File: config.mk
export PLATFORM = sky130hd
export DESIGN_NAME = tf2x32_outq
export DESIGN_NICKNAME = d
export VERILOG_FILES = /design/src/rtl/core/threefry2x32_block_generator_defines.svh /design/src/rtl/core/tf2x32_pkg.sv /design/src/rtl/core/tf2x32_outq.sv
export SDC_FILE = /design/constraint.sdc
export NUM_CORES = 1
export LEC_CHECK = 0
export BUFFER_PORTS_ARGS = -buffer_cell sky130_fd_sc_hd__clkbuf_2
export CAP_MARGIN = 20
export CORE_ASPECT_RATIO = 0.9
export CORE_UTILIZATION = 56
export DETAILED_ROUTE_END_ITERATION = 10
export MAX_ROUTING_LAYER = met4
export PLACE_DENSITY = 0.84
export SYNTH_ARGS = -nofsm -noshare
export SYNTH_HDL_FRONTEND = slang
export SYNTH_SLANG_ARGS = --single-unit
File: constraint.sdc
create_clock -name clk_i -period 8.7 [get_ports clk_i]
set_input_delay 0.87 -clock clk_i [delete_from_list [all_inputs] [get_ports clk_i]]
set_output_delay 0.87 -clock clk_i [all_outputs]
set_load 0.05 [all_outputs]
File: src/rtl/core/threefry2x32_block_generator_defines.svh
// Assertion macros shared by the generator RTL.
`ifndef THREEFRY2X32_BLOCK_GENERATOR_DEFINES_SVH
`define THREEFRY2X32_BLOCK_GENERATOR_DEFINES_SVH

// Same-cycle implication, checked on every rising clock edge outside reset.
`define TF2X32_ASSERT_IMP(label, ante, cons, msg) \
  label: assert property (@(posedge clk_i) disable iff (!rst_ni) (ante) |-> (cons)) \
    else $error(msg);

// Next-cycle implication, checked on every rising clock edge outside reset.
`define TF2X32_ASSERT_NXT(label, ante, cons, msg) \
  label: assert property (@(posedge clk_i) disable iff (!rst_ni) (ante) |=> (cons)) \
    else $error(msg);

`endif

File: src/rtl/core/tf2x32_pkg.sv
package tf2x32_pkg;

  localparam int unsigned WORD_W = 32;

  typedef logic [WORD_W-1:0] word_t;

  // Working state of one item as it moves down the pipeline.
  typedef struct packed {
    word_t a;
    word_t b;
    word_t k0;
    word_t k1;
  } lane_t;

  typedef struct packed {
    word_t lo;
    word_t hi;
  } result_t;

  localparam word_t KEY_PARITY = 32'h1BD1_1BDA;

  localparam int unsigned ROT_SCHED [8] = '{13, 15, 26, 6, 17, 29, 16, 24};

  // Rotation amount of a given round; the schedule repeats every eight rounds.
  function automatic int unsigned rot_amt(input int unsigned round_idx);
    logic [2:0] sel;
    sel = round_idx[2:0];
    return ROT_SCHED[sel];
  endfunction

  // Word of the three-word key schedule at a given index.
  function automatic word_t key_word(input word_t k0, input word_t k1,
                                     input int unsigned idx);
    word_t w;
    if (idx == 0) begin
      w = k0;
    end else if (idx == 1) begin
      w = k1;
    end else begin
      w = KEY_PARITY ^ k0 ^ k1;
    end
    return w;
  endfunction

endpackage

File: src/rtl/core/tf2x32_outq.sv
// Output register with one skid entry behind it.
module tf2x32_outq (
  input  logic                 clk_i,
  input  logic                 rst_ni,
  input  logic                 valid_i,
  input  tf2x32_pkg::result_t  data_i,
  output logic                 full_o,
  output logic                 out_valid_o,
  input  logic                 out_stall_i,
  output tf2x32_pkg::result_t  data_o
);

  logic                out_valid_d, out_valid_q;
  logic                skid_valid_d, skid_valid_q;
  logic                out_free;
  logic                load_out, load_skid, load_from_skid;
  tf2x32_pkg::result_t out_q;
  tf2x32_pkg::result_t skid_q;

  assign out_free = !out_valid_q || !out_stall_i;

  always_comb begin
    out_valid_d    = out_valid_q;
    skid_valid_d   = skid_valid_q;
    load_out       = 1'b0;
    load_skid      = 1'b0;
    load_from_skid = 1'b0;
    if (out_free) begin
      if (skid_valid_q) begin
        load_from_skid = 1'b1;
        out_valid_d    = 1'b1;
        skid_valid_d   = 1'b0;
      end else begin
        load_out    = valid_i;
        out_valid_d = valid_i;
      end
    end else if (valid_i && !skid_valid_q) begin
      load_skid    = 1'b1;
      skid_valid_d = 1'b1;
    end
  end

  always_ff @(posedge clk_i or negedge rst_ni) begin
    if (!rst_ni) begin
      out_valid_q  <= 1'b0;
      skid_valid_q <= 1'b0;
    end else begin
      out_valid_q  <= out_valid_d;
      skid_valid_q <= skid_valid_d;
    end
  end

  always_ff @(posedge clk_i) begin
    if (load_from_skid) begin
      out_q <= skid_q;
    end else if (load_out) begin
      out_q <= data_i;
    end
    if (load_skid) begin
      skid_q <= data_i;
    end
  end

  assign full_o      = skid_valid_q;
  assign out_valid_o = out_valid_q;
  assign data_o      = out_q;

endmodule

==> flow_summary.toml <==
[status]
status = "complete, no violations"

[route]
drt_wl_total_mm = 7.92
avgRoutedWirePerCell_um = 16.2
viasPerCell = 4.88
drt_iter0_drc = 55
final_antenna_net_count = 0
via_count = 2385
first_pass_iters = 4
drc = 0

[power]
ir_drop_uv = 169
powerDensity_mw_per_mm2 = 267
finalPower_uw = 1710
p_leak_uw = 0.00258

[placement]
gp_congestion = 0.719
placed_cell_area_mm2 = 0.00574
io_buffers = 133
place_worst_setup_slack_ns = 5.75
hpwlAfterDp_mm = 4.96

[cts]
cts_tree = "done"
postCtsHoldBufs = 0
postCtsSetupRepairBufs = 0
cts-resized-gates = 0
clock_sinks = 130
numCtsBuffers = 17
h-tree-depth = 4
clk_latency_ns = 0.51
cts.clk_slew.worst_paths_ns = 0.06
clock-root-buffer = "clkbuf_8"
cts.path.max_buffers = 2

[setup_path]
required_ns = 8.84
arrival_ns = 2.55
crit_path_start_kind = "primary input"
cp_max_fo = 54
critPathKind = "in2reg"
cp-end-kind = "flop"
r2r_setup_slack_ns = 6.31

[min_path]
min_path_type = "in2async"

[sta]
skew_ns = 0.00509
period_needed_ns = 2.42
whs_ns = 0.137
slew_headroom = 0.472
fmax_mhz = 414
setup_violations = 0
fin_ws_ns = 6.28
period_share = 0.278
hold_viol = 0
worst_slew_pin_slew_ns = 0.792
maxSlewViolCount = 0
fin_tns_setup_ns = 0
rsz0062_at_grt = "no"

[logic_synthesis]
yosys_warnings = 0
ys_seq_area_frac = 0.776
syn_nets = 276
mappedNetlistArea_mm2 = 0.00502
synthDistinctLibCells = 10
syn_inst = 208
syn_area_per_cell_um2 = 24.1
synth-seq-cells = 130

[floorplanning]
coreArea_mm2 = 0.00865
die-area_mm2 = 0.00934
die_h_um = 91.8
initial_core_util = 0.580
fp-row-count = 32
ioPinCount = 134
fp.dieW_um = 102

[grt]
grtUsageTotal = 0.191
grt_pass1_wl_mm = 12.3
grt-ovfl-total = 0
antenna_found_initial = 0
grt_max_degree = 65
first_global_vias = 2411

[layout]
final_area_mm2 = 0.00640
layout_common_cells = "133 x clkbuf_2, 128 x edfxtp_1, 60 x mux2_4, 16 x clkbuf_16"
drive_above_1_share = 0.632
final_common_cell = "clkbuf_2"
fillers = 542
antenna_cells = 0
final_nets = 425
area_delta_synth_final_pct = 27.5

[run]
max_cap_violations = 0
## worst max-delay path, stage by stage
cell,delay [ns]
clkbuf_2,0.16
nand2_1,0.12
nor3b_2,0.67
buf_4,0.68
## layout make-up
class / count / area [um2] / share of cell area
clock buffer: 18 / 418 / 0.0653
tap: 119 / 149 / 0.0233
clock inverter: 14 / 213 / 0.0332
multi-input combinational: 71 / 1010 / 0.158
sequential: 130 / 3890 / 0.609
timing repair buffer: 137 / 716 / 0.112
## cells by family (layout without fill, tap and decap cells)
| family | count (synthesis) | after routing | share of synthesized area |
|---|---|---|---|
| compound gates | 2 | 2 | 0.00324 |
| buf+inv | 7 | 169 | 0.0279 |
| flops | 130 | 130 | 0.776 |
| mux | 64 | 64 | 0.188 |
| simple gates | 5 | 5 | 0.00449 |
## registers in the layout (all words and copies together), names as in the netlist
signal,count
data_o,64
skid_q,64
full_o,1
out_valid_o,1
## Yosys cell counts
cell type,instances,area (um2)
a21boi_2,1,11.3
a21oi_1,1,5.00
buf_12,7,140
dfrtp_1,2,50.1
edfxtp_1,128,3840
mux2_2,4,45.0
mux2_4,60,901
nand2_1,2,7.51
nor2_1,2,7.51
nor3b_1,1,7.51
## stage by stage
step,utilization,instances
6_report,0.740,489
5_1_grt,0.740,489
4_1_cts,0.737,488
3_5_place_dp,0.664,456
3_3_place_gp,0.664,456
2_1_floorplan,-,208
## power breakdown
part           internal (uW)  total, uW  switching (uW)  leakage (uW)
clock network            493        746             252      0.000310
logic                   67.7        209             141       0.00105
registers                740        751            11.7       0.00123
## path summary, 6_finish.rpt
check                            start           to  cells after the start
max in group asynchronous       rst_ni  out_valid_o                      1
min                             rst_ni       full_o                      1
max reg2reg                out_valid_o   skid_q[48]                      3
min in group clk_i          skid_q[36]   data_o[36]                      1
max                        out_stall_i   skid_q[48]                      4
min reg2reg                 skid_q[36]   data_o[36]                      1
## layer usage
metal | GRT usage | vias to the layer above | part of all wire | routed length (um)
met4 | 0.0942 | 0 | 0.016 | 126
met3 | 0.0686 | 13 | 0.070 | 558
met1 | 0.228 | 1141 | 0.42 | 3360
met5 | - | - | 0 | 0
met2 | 0.289 | 98 | 0.49 | 3880
li1 | - | 1133 | - | -
No activity file was read; power rests on OpenSTA's default activity.
