## src/rtl/core/threefry2x32_block_generator_defines.svh

```systemverilog
// Assertion macros shared by the generator RTL.
`ifndef THREEFRY2X32_BLOCK_GENERATOR_DEFINES_SVH
`define THREEFRY2X32_BLOCK_GENERATOR_DEFINES_SVH

// Same-cycle implication, checked on every rising clock edge outside reset.
`define TF2X32_ASSERT_IMP(label, ante, cons, msg) \
  label: assert property (@(posedge clk_i) disable iff (!rst_ni) (ante) |-> (cons)) \
    else $error(msg);

// Next-cycle implication, checked on every rising clock edge outside reset.
`define TF2X32_ASSERT_NXT(label, ante, cons, msg) \
  label: assert property (@(posedge clk_i) disable iff (!rst_ni) (ante) |=> (cons)) \
    else $error(msg);

`endif

```

## src/rtl/core/tf2x32_pkg.sv

```systemverilog
package tf2x32_pkg;

  localparam int unsigned WORD_W = 32;

  typedef logic [WORD_W-1:0] word_t;

  // Working state of one item as it moves down the pipeline.
  typedef struct packed {
    word_t a;
    word_t b;
    word_t k0;
    word_t k1;
  } lane_t;

  typedef struct packed {
    word_t lo;
    word_t hi;
  } result_t;

  localparam word_t KEY_PARITY = 32'h1BD1_1BDA;

  localparam int unsigned ROT_SCHED [8] = '{13, 15, 26, 6, 17, 29, 16, 24};

  // Rotation amount of a given round; the schedule repeats every eight rounds.
  function automatic int unsigned rot_amt(input int unsigned round_idx);
    logic [2:0] sel;
    sel = round_idx[2:0];
    return ROT_SCHED[sel];
  endfunction

  // Word of the three-word key schedule at a given index.
  function automatic word_t key_word(input word_t k0, input word_t k1,
                                     input int unsigned idx);
    word_t w;
    if (idx == 0) begin
      w = k0;
    end else if (idx == 1) begin
      w = k1;
    end else begin
      w = KEY_PARITY ^ k0 ^ k1;
    end
    return w;
  endfunction

endpackage

```

## src/rtl/core/tf2x32_mix.sv

```systemverilog
// One Threefry round: add, rotate by a fixed amount, xor; registered.
module tf2x32_mix #(
  parameter int unsigned ROT_AMT = 13
) (
  input  logic               clk_i,
  input  logic               rst_ni,
  input  logic               en_i,
  input  logic               valid_i,
  input  tf2x32_pkg::lane_t  lane_i,
  output logic               valid_o,
  output tf2x32_pkg::lane_t  lane_o
);

  localparam int unsigned W = tf2x32_pkg::WORD_W;

  logic              valid_q;
  tf2x32_pkg::lane_t lane_d;
  tf2x32_pkg::lane_t lane_q;
  tf2x32_pkg::word_t b_rot;

  assign b_rot = {lane_i.b[W-1-ROT_AMT:0], lane_i.b[W-1:W-ROT_AMT]};

  always_comb begin
    lane_d    = lane_i;
    lane_d.a  = lane_i.a + lane_i.b;
    lane_d.b  = b_rot ^ lane_d.a;
  end

  always_ff @(posedge clk_i or negedge rst_ni) begin
    if (!rst_ni) begin
      valid_q <= 1'b0;
    end else if (en_i) begin
      valid_q <= valid_i;
    end
  end

  always_ff @(posedge clk_i) begin
    if (en_i && valid_i) begin
      lane_q <= lane_d;
    end
  end

  assign valid_o = valid_q;
  assign lane_o  = lane_q;

endmodule

```

## config.mk

```make
export PLATFORM = sky130hd
export DESIGN_NAME = tf2x32_mix
export DESIGN_NICKNAME = d
export VERILOG_FILES = /design/src/rtl/core/threefry2x32_block_generator_defines.svh /design/src/rtl/core/tf2x32_pkg.sv /design/src/rtl/core/tf2x32_mix.sv
export SDC_FILE = /design/constraint.sdc
export NUM_CORES = 1
export LEC_CHECK = 0
export BUFFER_PORTS_ARGS = -buffer_cell sky130_fd_sc_hd__buf_2
export CORE_AREA = 2 2 120 122
export CTS_CLUSTER_SIZE = 30
export DETAILED_ROUTE_END_ITERATION = 10
export DIE_AREA = 0 0 122 124
export GPL_TIMING_DRIVEN = 0
export PLACE_DENSITY = 0.81
export SLEW_MARGIN = 20
export SYNTH_ARGS = -nofsm -noshare
export SYNTH_HDL_FRONTEND = slang
export SYNTH_SLANG_ARGS = --single-unit
```

## constraint.sdc

```tcl
create_clock -name clk_i -period 0.8 [get_ports clk_i]
set_clock_uncertainty 0.1 [all_clocks]
set_input_delay 0.04 -clock clk_i [delete_from_list [all_inputs] [get_ports clk_i]]
set_output_delay 0.04 -clock clk_i [all_outputs]
set_load 0.01 [all_outputs]
```

==> flow_summary.json, run 1 <==
{
  "status": "finished, violations left",
  "violations": "negative hold slack, negative setup slack",
  "hp-class": "in -> reg",
  "die-area_um2": 15100,
  "initial_utilization_pct": 42.6,
  "wl_met1_um": 7970,
  "hold_viol": 28,
  "synth_area_leaders": "edfxtp_1 66%, ha_1 6.6%, xor2_1 6.6%",
  "vias": 5190,
  "drtPass1Iterations": 4,
  "cts_root_buf": "clkbuf_16",
  "synth_area_leader_cell": "edfxtp_1",
  "routed-wl-met3_um": 2140,
  "core-area_um2": 13700,
  "fp.dieH_um": 124,
  "drt_iter0_drc": 409,
  "ant_nets": 0,
  "gp_congestion": 0.864,
  "setup_ws_ns": -1.36,
  "required_ns": 0.93,
  "hold_ws_ns": -0.169,
  "rsz0062_at_grt": "yes",
  "power_switching_mw": 6.31,
  "syn_area_um2": 5850,
  "dp_worst_setup_slack_ns": -1.85,
  "fill_cells": 797,
  "synth_edf_count": 128,
  "hold_buffers": 72,
  "numCtsBuffers": 17,
  "grt_overflow_total": 0,
  "comb_power_share_pct": 23.9,
  "maxUsedRoutingLayer": "met4",
  "drt_wl_total_um": 23500,
  "period_needed_ns": 2.16,
  "grt_usage_pct": 27.1,
  "cts_buffer_depth": 2,
  "ys_seq_area_share_pct": 66.2,
  "intPower_mw": 16.1,
  "syn2layout_area_growth_pct": 69.4,
  "end_kind": "flip-flop",
  "powerDensity_nw_per_um2": 2260,
  "grt_pass1_vias": 5234,
  "setup_viol": 192,
  "yosysMostFrequentCell": "edfxtp_1",
  "grt_max_degree": 40,
  "yosys-top-cells-count": "128 x edfxtp_1, 44 x xor2_1, 31 x a21oi_1, 31 x ha_1, 21 x nand2_1",
  "worst_ir_drop_vdd_mv": 1.64,
  "async_reset_ff_share_pct": 0.775,
  "p_leak_nw": 4.14,
  "p_sw_share_pct": 28.2,
  "synth_top_area_share_pct": 65.7,
  "avgRoutedWirePerCell_um": 24.4,
  "fin_crit_sh_pct": 270,
  "syn_area_per_cell_um2": 15.2,
  "finish.utilization_pct": 72.2,
  "worst_slew_pin_slew_ns": 0.425,
  "ys_seq_elements": 129,
  "pwr-share-clk_pct": 38.0,
  "seqPwrFrac_pct": 38.1,
  "cts_sinks": 129,
  "worst_setup_path_start_kind": "input pin",
  "slew-limit-headroom_pct": 71.7,
  "crit_fanout": 6,
  "routed_via_density": 5.38,
  "clk_latency_ns": 0.41,
  "critPathKind": "in -> reg",
  "synth_cells": 384,
  "maxCapViolations": 0,
  "drc": 0,
  "clk_pin_slew_ns": 0.06,
  "dpl.hpwl_um": 13500,
  "drive_above_1_share_pct": 54.4,
  "cts_tree": "done",
  "htreeDepth": 4,
  "row_count": 43,
  "antenna_found_initial": 2,
  "max_freq_mhz": 462,
  "port_buffers": 260,
  "die_w_um": 122,
  "ys_dominant_reg_cell": "edfxtp_1",
  "report.final.slew_viol_count": 0,
  "syn-num-nets": 548,
  "worstPathArrival_ns": 2.29,
  "grt_first_pass_wirelength_um": 29400,
  "wl_met2_um": 12300,
  "ys_warn_count": 0,
  "ios": 261,
  "synth.distinct_cells": 51,
  "nNetsFinal": 934
}
==> state kept, by name, summed over array words and instances (netlist names) <==
name and flops:
lane_o 128, valid_o 1
==> power by group through the flow <==
stage          Sequential (mW)  Clock (mW)  Combinational (mW)
2_1_floorplan             8.95           0                1.75
3_3_place_gp              8.58           0                3.54
3_5_place_dp              8.60           0                3.66
4_1_cts                   8.46        8.40                4.63
5_1_grt                   8.56        8.78                5.63
6_report                  8.53        8.49                5.35
==> placed cells by master (no fill, tap or decap), types with 8 or more instances in the layout <==
cell / instances
xor2_2: 9
edfxtp_1: 128
a21o_1: 11
clkbuf_16: 17
xor2_1: 33
nand2_1: 19
buf_6: 24
dlygate4sd3_1: 72
buf_4: 25
ha_1: 15
a21oi_1: 20
a21oi_2: 8
ha_4: 11
buf_2: 245
xnor2_2: 8
==> final cells by class <==
| cell class | instances | area [um^2] | share of cell area (%) |
|---|---|---|---|
| Sequential cell | 129 | 3870 | 39.1 |
| Multi-Input combinational cell | 241 | 2610 | 26.4 |
| Timing Repair Buffer | 371 | 2510 | 25.4 |
| Clock buffer | 17 | 425 | 4.29 |
| Tap cell | 180 | 225 | 2.27 |
| Clock inverter | 15 | 206 | 2.08 |
| Buffer | 5 | 31.3 | 0.316 |
| Inverter | 5 | 18.8 | 0.189 |
| Antenna cell | 2 | 5.00 | 0.0505 |
==> worst max-delay path, stage by stage <==
cell and delay (ns):
buf_2 0.12, ha_1 0.41, a21oi_1 0.33, o211ai_1 0.17, o2111ai_2 0.16, a31oi_2 0.17, nor2_2 0.21, o21bai_2 0.10
xor2_2 0.30, xor2_1 0.27
==> logic make-up after synthesis <==
logic type | count (synthesis) | share of synthesized area (%)
AND/OR/NAND/NOR | 53 | 4.22
multiplexers | 1 | 0.193
AO/OA/AOI/OAI | 89 | 11.5
XOR/XNOR | 65 | 9.99
buffers and inverters | 15 | 0.984
adder cells (fa/ha/maj) | 32 | 6.98
flip-flops | 129 | 66.2
==> metal layers <==
layer	track usage, %	vias up
met2	48.5	346
li1	-	2240
met3	7.78	70
met1	28.7	2534
met5	1.04	-
met4	14.7	0
==> path summary, 6_finish.rpt <==
| check | from | end | slack [ns] | cells after the start |
|---|---|---|---|---|
| setup / recovery | lane_i[75] | lane_o[86] | -1.36 | 10 |
| hold / removal | lane_i[96] | lane_o[96] | -0.17 | 2 |
| setup reg to reg | valid_o | valid_o | -0.21 | 2 |
| hold reg to reg | valid_o | valid_o | 0.56 | 2 |
| max in group asynchronous | rst_ni | valid_o | 0.12 | 3 |
| min in group asynchronous | rst_ni | valid_o | 0.37 | 3 |
==> what timing repair did <==
item,4_1_cts,5_1_grt
endpoints found under the setup margin,290,192
endpoints found under the hold margin,100,28
buffers inserted,25,14
gates resized for setup,77,58
pin swaps,41,32
gates cloned,2,0
==> per-stage QoR <==
step / cells / area (um^2) / power (mW) / setup TNS (ns)
finish: 965 / 9910 / 22.4 / -95.34
global route: 965 / 9910 / 23.0 / -101.18
CTS: 955 / 9510 / 21.5 / -86.60
detailed placement: 826 / 7530 / 12.3 / -148.29
global placement: 824 / 7480 / 12.1 / -218.59
floorplan: 384 / 5950 / 10.7 / -148.56
Power figures use the tool's default switching activity.
==> inputs of run 2 (changes only) <==
--- a/config.mk
+++ b/config.mk
@@ -6,12 +6,13 @@
 export NUM_CORES = 1
 export LEC_CHECK = 0
 export BUFFER_PORTS_ARGS = -buffer_cell sky130_fd_sc_hd__buf_2
-export CORE_AREA = 2 2 120 122
+export CORE_AREA = 2 2 115 117
 export CTS_CLUSTER_SIZE = 30
 export DETAILED_ROUTE_END_ITERATION = 10
-export DIE_AREA = 0 0 122 124
+export DIE_AREA = 0 0 117 119
 export GPL_TIMING_DRIVEN = 0
-export PLACE_DENSITY = 0.81
+export PLACE_DENSITY = 0.84
+export REMOVE_ABC_BUFFERS = 1
 export SLEW_MARGIN = 20
 export SYNTH_ARGS = -nofsm -noshare
 export SYNTH_HDL_FRONTEND = slang
==> constraint.sdc (replaced) <==
create_clock -name clk_i -period 2.2 [get_ports clk_i]
set_clock_uncertainty 0.1 [all_clocks]
set_input_delay 0.11 -clock clk_i [delete_from_list [all_inputs] [get_ports clk_i]]
set_output_delay 0.11 -clock clk_i [all_outputs]
set_load 0.01 [all_outputs]
==> run 2 against run 1 <==
  * The flow finishes with violations (negative setup slack)
  * Die area decreased by 8.0%
  * Power shrank 66%
  * Sequential power is 64% lower
  * Final area down 6.5%
  * Worst setup slack gained 1.3 ns
  * Sequential share of layout area is 2.7 points higher
  * Non-clock buffer count is 2 lower
  * Core utilization down 0.26 points
  * Via count is 1.8% lower
  * First-iteration DRC count up 43%
  * Clock-buffer cell count is 1 higher
  * Critical path depth is 1 higher
  * Largest cell class unchanged
==> flow_summary.json, run 2 (synthesis gave the netlist of run 1 again) <==
{
  "holdPathStages": 3,
  "antenna_found_initial": 3,
  "initial_utilization_pct": 45.4,
  "grt_overflow_total": 0,
  "grt_usage_pct": 29.6,
  "grt_first_pass_wirelength_um": 29800,
  "cts_tree": "done",
  "r2r_cells": 2,
  "slew-limit-headroom_pct": 66.0,
  "die-area_um2": 13900,
  "reg2reg_to": "valid_o",
  "wl_met1_um": 7420,
  "cts_root_buf": "clkbuf_16",
  "largest_reg_flops": 128,
  "maxCapViolations": 0,
  "max_freq_mhz": 447,
  "ios": 261,
  "required_ns": 2.26,
  "hold_viol": 0,
  "ant_nets": 0,
  "finalPower_mw": 7.67,
  "min_to": "lane_o[64]",
  "maxUsedRoutingLayer": "met5",
  "final.setup.tns_ns": -0.0375,
  "syn2layout_area_growth_pct": 58.4,
  "final_cell_mix": "258 x buf_2, 128 x edfxtp_1, 98 x dlygate4sd3_1",
  "end_kind": "flip-flop",
  "ff_latch_area_um2": 3870,
  "fill_cells": 761,
  "wl_met2_um": 11400,
  "vias": 5097,
  "fin_crit_sh_pct": 102,
  "numCtsBuffers": 17,
  "crit_path_start": "lane_i[64]",
  "grt_max_degree": 56,
  "worst_slew_pin_slew_ns": 0.511,
  "gp_congestion": 0.862,
  "critPathKind": "in -> reg",
  "cts_sinks": 129,
  "powerDensity_nw_per_um2": 828,
  "grt_pass1_vias": 5179,
  "dp_worst_setup_slack_ns": -0.693,
  "period_needed_ns": 2.24,
  "multiInputGateArea_um2": 2090,
  "fin_area_um2": 9260,
  "p_leak_nw": 3.93,
  "worstHoldStart": "lane_i[96]",
  "setup_viol": 1,
  "dp.cells": 812,
  "worstPathArrival_ns": 2.30,
  "rrSetupSlack_ns": 0.78,
  "setup_ws_ns": -0.0375,
  "row_count": 42,
  "report.final.slew_viol_count": 0,
  "die_w_um": 117,
  "port_buffers": 260,
  "drt_iter0_drc": 586,
  "crit_fanout": 3,
  "dpl_cell_area_um2": 7380,
  "clk_pin_slew_ns": 0.06,
  "violations": "negative setup slack",
  "dpl.hpwl_um": 12500,
  "routed-wl-met3_um": 1770,
  "avgRoutedWirePerCell_um": 22.6,
  "status": "finished, violations left",
  "final_cells": 959,
  "hp-class": "in -> reg",
  "routed_via_density": 5.31,
  "cts_buffer_depth": 2,
  "worst_setup_path_start_kind": "input pin",
  "core-area_um2": 12900,
  "drc": 0,
  "nNetsFinal": 931,
  "drtPass1Iterations": 5,
  "rsz0062_at_grt": "yes",
  "r2r_start": "valid_o",
  "worst_ir_drop_vdd_mv": 0.637,
  "clk_latency_ns": 0.41,
  "mostFrequentLayoutCell": "buf_2",
  "fp.dieH_um": 119,
  "drt_wl_total_um": 21600,
  "htreeDepth": 4,
  "drive_above_1_share_pct": 44.6
}
run 2: changes by cell type in the layout (fill, tap and decap cells not counted), sizes merged:
cell         delta
clkinv          -2
and2            -1
clkbuf          -3
bufbuf          -1
clkinvlp        +1
buf            -23
inv             +1
dlygate4sd3    +26
bufinv          -1
diode           +1
run 2: area by class of cell:
type                       count  share of cell area (%)
inverter                       5                   0.203
sequential                   129                    41.8
clock buffer                  18                    4.63
antenna                        3                  0.0810
clock inverter                14                    1.92
multi-input combinational    240                    22.6
tap                          176                    2.38
timing repair buffer         374                    26.5
run 2: where the power goes:
group	leakage, nW	total [mW]	switching [mW]	internal (mW)
combinational	2.42	1.62	0.904	0.716
sequential	1.21	3.10	0.0736	3.02
clock	0.296	2.95	1.15	1.80
total	3.93	7.67	2.13	5.54
run 2: repair_timing:
item / 4_1_cts / 5_1_grt
buffers inserted: 6 / 8
hold buffers: 98 / 0
gates resized for setup: 13 / 24
pin swaps: 7 / 21
hold endpoints to repair: 96 / 0
setup endpoints to repair: 15 / 20
run 2: worst max path at each step:
stage / to / slack [ns] / cells after the start
floorplan: lane_o[0] / -1.44 / 1
global placement: lane_o[68] / -2.40 / 2
detailed placement: lane_o[86] / -0.69 / 11
CTS: lane_o[86] / 0.001 / 12
global route: lane_o[95] / -0.11 / 10
finish: lane_o[76] / -0.04 / 11
run 2: critical path, cell delays in order:
cell and delay [ns]:
buf_6 0.10, ha_4 0.17, fa_2 0.37, a21o_1 0.20, a31o_4 0.26, a21o_1 0.16, a21oi_2 0.22, or3_1 0.15
o211ai_1 0.12, xor2_1 0.31, xor2_1 0.11
run 2: per-layer routing:
layer  vias up  track usage [%]
met2       318             53.0
met5         -             2.35
met4         2             14.3
met1      2458             31.1
li1       2240                -
met3        79             8.45
run 2: through the flow:
| stage | hold slack, ns | utilization, % |
|---|---|---|
| finish | 0.0314 | 72.0 |
| global route | 0.0436 | 72.0 |
| CTS | 0.0312 | 70.5 |
| detailed placement | -0.215 | 57.3 |
| global placement | -0.214 | 56.9 |
| floorplan | -0.286 | - |
==> inputs of run 3 (changes only) <==
--- a/config.mk
+++ b/config.mk
@@ -6,12 +6,13 @@
 export NUM_CORES = 1
 export LEC_CHECK = 0
 export BUFFER_PORTS_ARGS = -buffer_cell sky130_fd_sc_hd__buf_2
-export CORE_AREA = 2 2 115 117
+export CORE_AREA = 2 2 114 116
+export CTS_BUF_LIST = sky130_fd_sc_hd__clkbuf_2 sky130_fd_sc_hd__clkbuf_4 sky130_fd_sc_hd__clkbuf_8
 export CTS_CLUSTER_SIZE = 30
 export DETAILED_ROUTE_END_ITERATION = 10
-export DIE_AREA = 0 0 117 119
+export DIE_AREA = 0 0 116 118
 export GPL_TIMING_DRIVEN = 0
-export PLACE_DENSITY = 0.84
+export PLACE_DENSITY = 0.85
 export REMOVE_ABC_BUFFERS = 1
 export SLEW_MARGIN = 20
 export SYNTH_ARGS = -nofsm -noshare
==> run 3 against run 2 <==
  * The run still ends with negative setup slack left
  * Power shrank 6.8%
  * Wire length grew 12%
  * Sequential cell count is the same
  * Worst hold slack lost 0.011 ns
  * Clock power shrank 21%
  * Final cell count shrank 0.31%
  * Largest power group unchanged
  * Highest routed layer unchanged
==> flow_summary.json, run 3 (synthesis gave the netlist of run 1 again) <==
{
  "drtPass1Iterations": 6,
  "cts_sinks": 129,
  "numCtsBuffers": 17,
  "crit_fanout": 6,
  "comb_power_share_pct": 24.2,
  "pwr-share-clk_pct": 32.5,
  "grt_use_met2_pct": 54.3,
  "drive_above_1_share_pct": 45.1,
  "p_sw_share_pct": 29.7,
  "powerDensity_nw_per_um2": 780,
  "worstPathArrival_ns": 2.48,
  "setup_viol": 10,
  "hold_viol": 0,
  "intPower_mw": 5.02,
  "max_stage_delay_ns": 0.44,
  "max_freq_mhz": 420,
  "ios": 261,
  "mostFrequentLayoutCell": "buf_2",
  "syn2layout_area_growth_pct": 56.7,
  "fin_crit_sh_pct": 108,
  "worst_setup_path_start_kind": "input pin",
  "avgRoutedWirePerCell_um": 25.3,
  "seqPwrFrac_pct": 43.4,
  "worst_slew_pin_slew_ns": 0.445,
  "ant_nets": 0,
  "end_kind": "flip-flop",
  "die-area_um2": 13700,
  "dp_worst_setup_slack_ns": -0.684,
  "power_switching_mw": 2.13,
  "core-area_um2": 12400,
  "dpl_cell_area_um2": 7370,
  "fp.dieH_um": 118,
  "grt_usage_pct": 33.1,
  "crit_chain": "buf_2, ha_1, a21oi_1, o211ai_1, o2111ai_2, a31oi_4, nor2_4, buf_4, o21bai_4, xor2_4, xor2_2",
  "dpl.hpwl_um": 13100,
  "cts_root_buf": "clkbuf_8",
  "hp-class": "in -> reg",
  "hold_ws_ns": 0.0207,
  "nNetsFinal": 932,
  "grt_overflow_total": 0,
  "p_leak_nw": 3.87,
  "cts_tree": "done",
  "grt_max_degree": 66,
  "gp_congestion": 0.862,
  "violations": "negative setup slack",
  "rsz0062_at_grt": "yes",
  "drt_wl_total_um": 24200,
  "grt_first_pass_wirelength_um": 32800,
  "vias": 5400,
  "largest_reg_flops": 128,
  "report.final.slew_viol_count": 0,
  "period_needed_ns": 2.38,
  "die_w_um": 116,
  "finish.utilization_pct": 73.8,
  "grtUsageMet3_pct": 12.2,
  "final_cell_mix": "258 x buf_2, 128 x edfxtp_1, 101 x dlygate4sd3_1",
  "required_ns": 2.29,
  "routed_via_density": 5.65,
  "grt_pass1_vias": 5460,
  "port_buffers": 260,
  "cts_buffer_depth": 2,
  "initial_utilization_pct": 47.1,
  "row_count": 41,
  "status": "finished, violations left",
  "worst_ir_drop_vdd_mv": 0.501,
  "clk_latency_ns": 0.45,
  "fin_area_um2": 9160,
  "crit_path_top_delay_cell": "a21oi_1",
  "drt_iter0_drc": 678,
  "drc": 0,
  "finalPower_mw": 7.15,
  "maxCapViolations": 0,
  "use_met1_pct": 35.5,
  "htreeDepth": 4,
  "clk_pin_slew_ns": 0.09,
  "grt_busiest_layer": "met2",
  "critPathKind": "in -> reg",
  "setup_ws_ns": -0.183,
  "slew-limit-headroom_pct": 69.6,
  "antenna_found_initial": 4
}
==> run 3: changes by cell type in the layout (fill, tap and decap cells not counted), sizes merged <==
cell / change
inv: -4
clkinv: +3
dlygate4sd3: +3
buf: -2
bufinv: +1
clkbuf: +1
clkinvlp: -1
==> run 3: routing by layer <==
| metal | vias to the layer above | routed length, um |
|---|---|---|
| met2 | 489 | 11800 |
| met3 | 137 | 2930 |
| met5 | - | 13 |
| li1 | 2229 | - |
| met4 | 2 | 1620 |
| met1 | 2543 | 7800 |
==> run 3: cell type report <==
cell class	count	area, um^2
Multi-Input combinational cell	240	2150
Clock inverter	13	186
Sequential cell	129	3870
Inverter	5	18.8
Antenna cell	3	7.51
Timing Repair Buffer	375	2470
Tap cell	172	215
Fill cell	710	3250
Clock buffer	19	249
==> run 3: critical path: cells and delay by family <==
kind	cells	cell delay [ns]
buffers and inverters	2	0.25
xor gates and xnor gates	2	0.39
AOI/OAI and AO/OA	5	1.16
and+or+nand+nor	1	0.17
adders and majority gates	1	0.39
==> run 3: repair_timing <==
action,CTS,global route
buffers inserted,7,5
endpoints found under the setup margin,9,21
gates resized for setup,10,39
hold buffers,100,1
endpoints found under the hold margin,98,1
pin swaps,6,17
==> run 3: power by group through the flow <==
stage / Clock, mW / Combinational [mW] / Sequential, mW
global route: 2.41 / 1.79 / 3.11
CTS: 2.22 / 1.49 / 3.07
floorplan: 0 / 0.608 / 3.26
finish: 2.32 / 1.73 / 3.10
detailed placement: 0 / 1.28 / 3.13
global placement: 0 / 1.23 / 3.13
==> run 3: worst paths after layout <==
path,from,to,slack (ns),cells past startpoint
min,lane_i[80],lane_o[93],0.02,3
min reg2reg,valid_o,valid_o,1.07,2
min in group asynchronous,rst_ni,valid_o,0.52,3
max in group asynchronous,rst_ni,valid_o,1.34,3
max reg2reg,valid_o,valid_o,0.70,2
max,lane_i[75],lane_o[86],-0.18,11
==> run 3: through the flow <==
stage | std cells | setup TNS, ns
3_5_place_dp | 808 | -14.02
6_report | 956 | -1.07
3_3_place_gp | 806 | -309.99
2_1_floorplan | 374 | -186.51
4_1_cts | 947 | 0
5_1_grt | 956 | -1.19
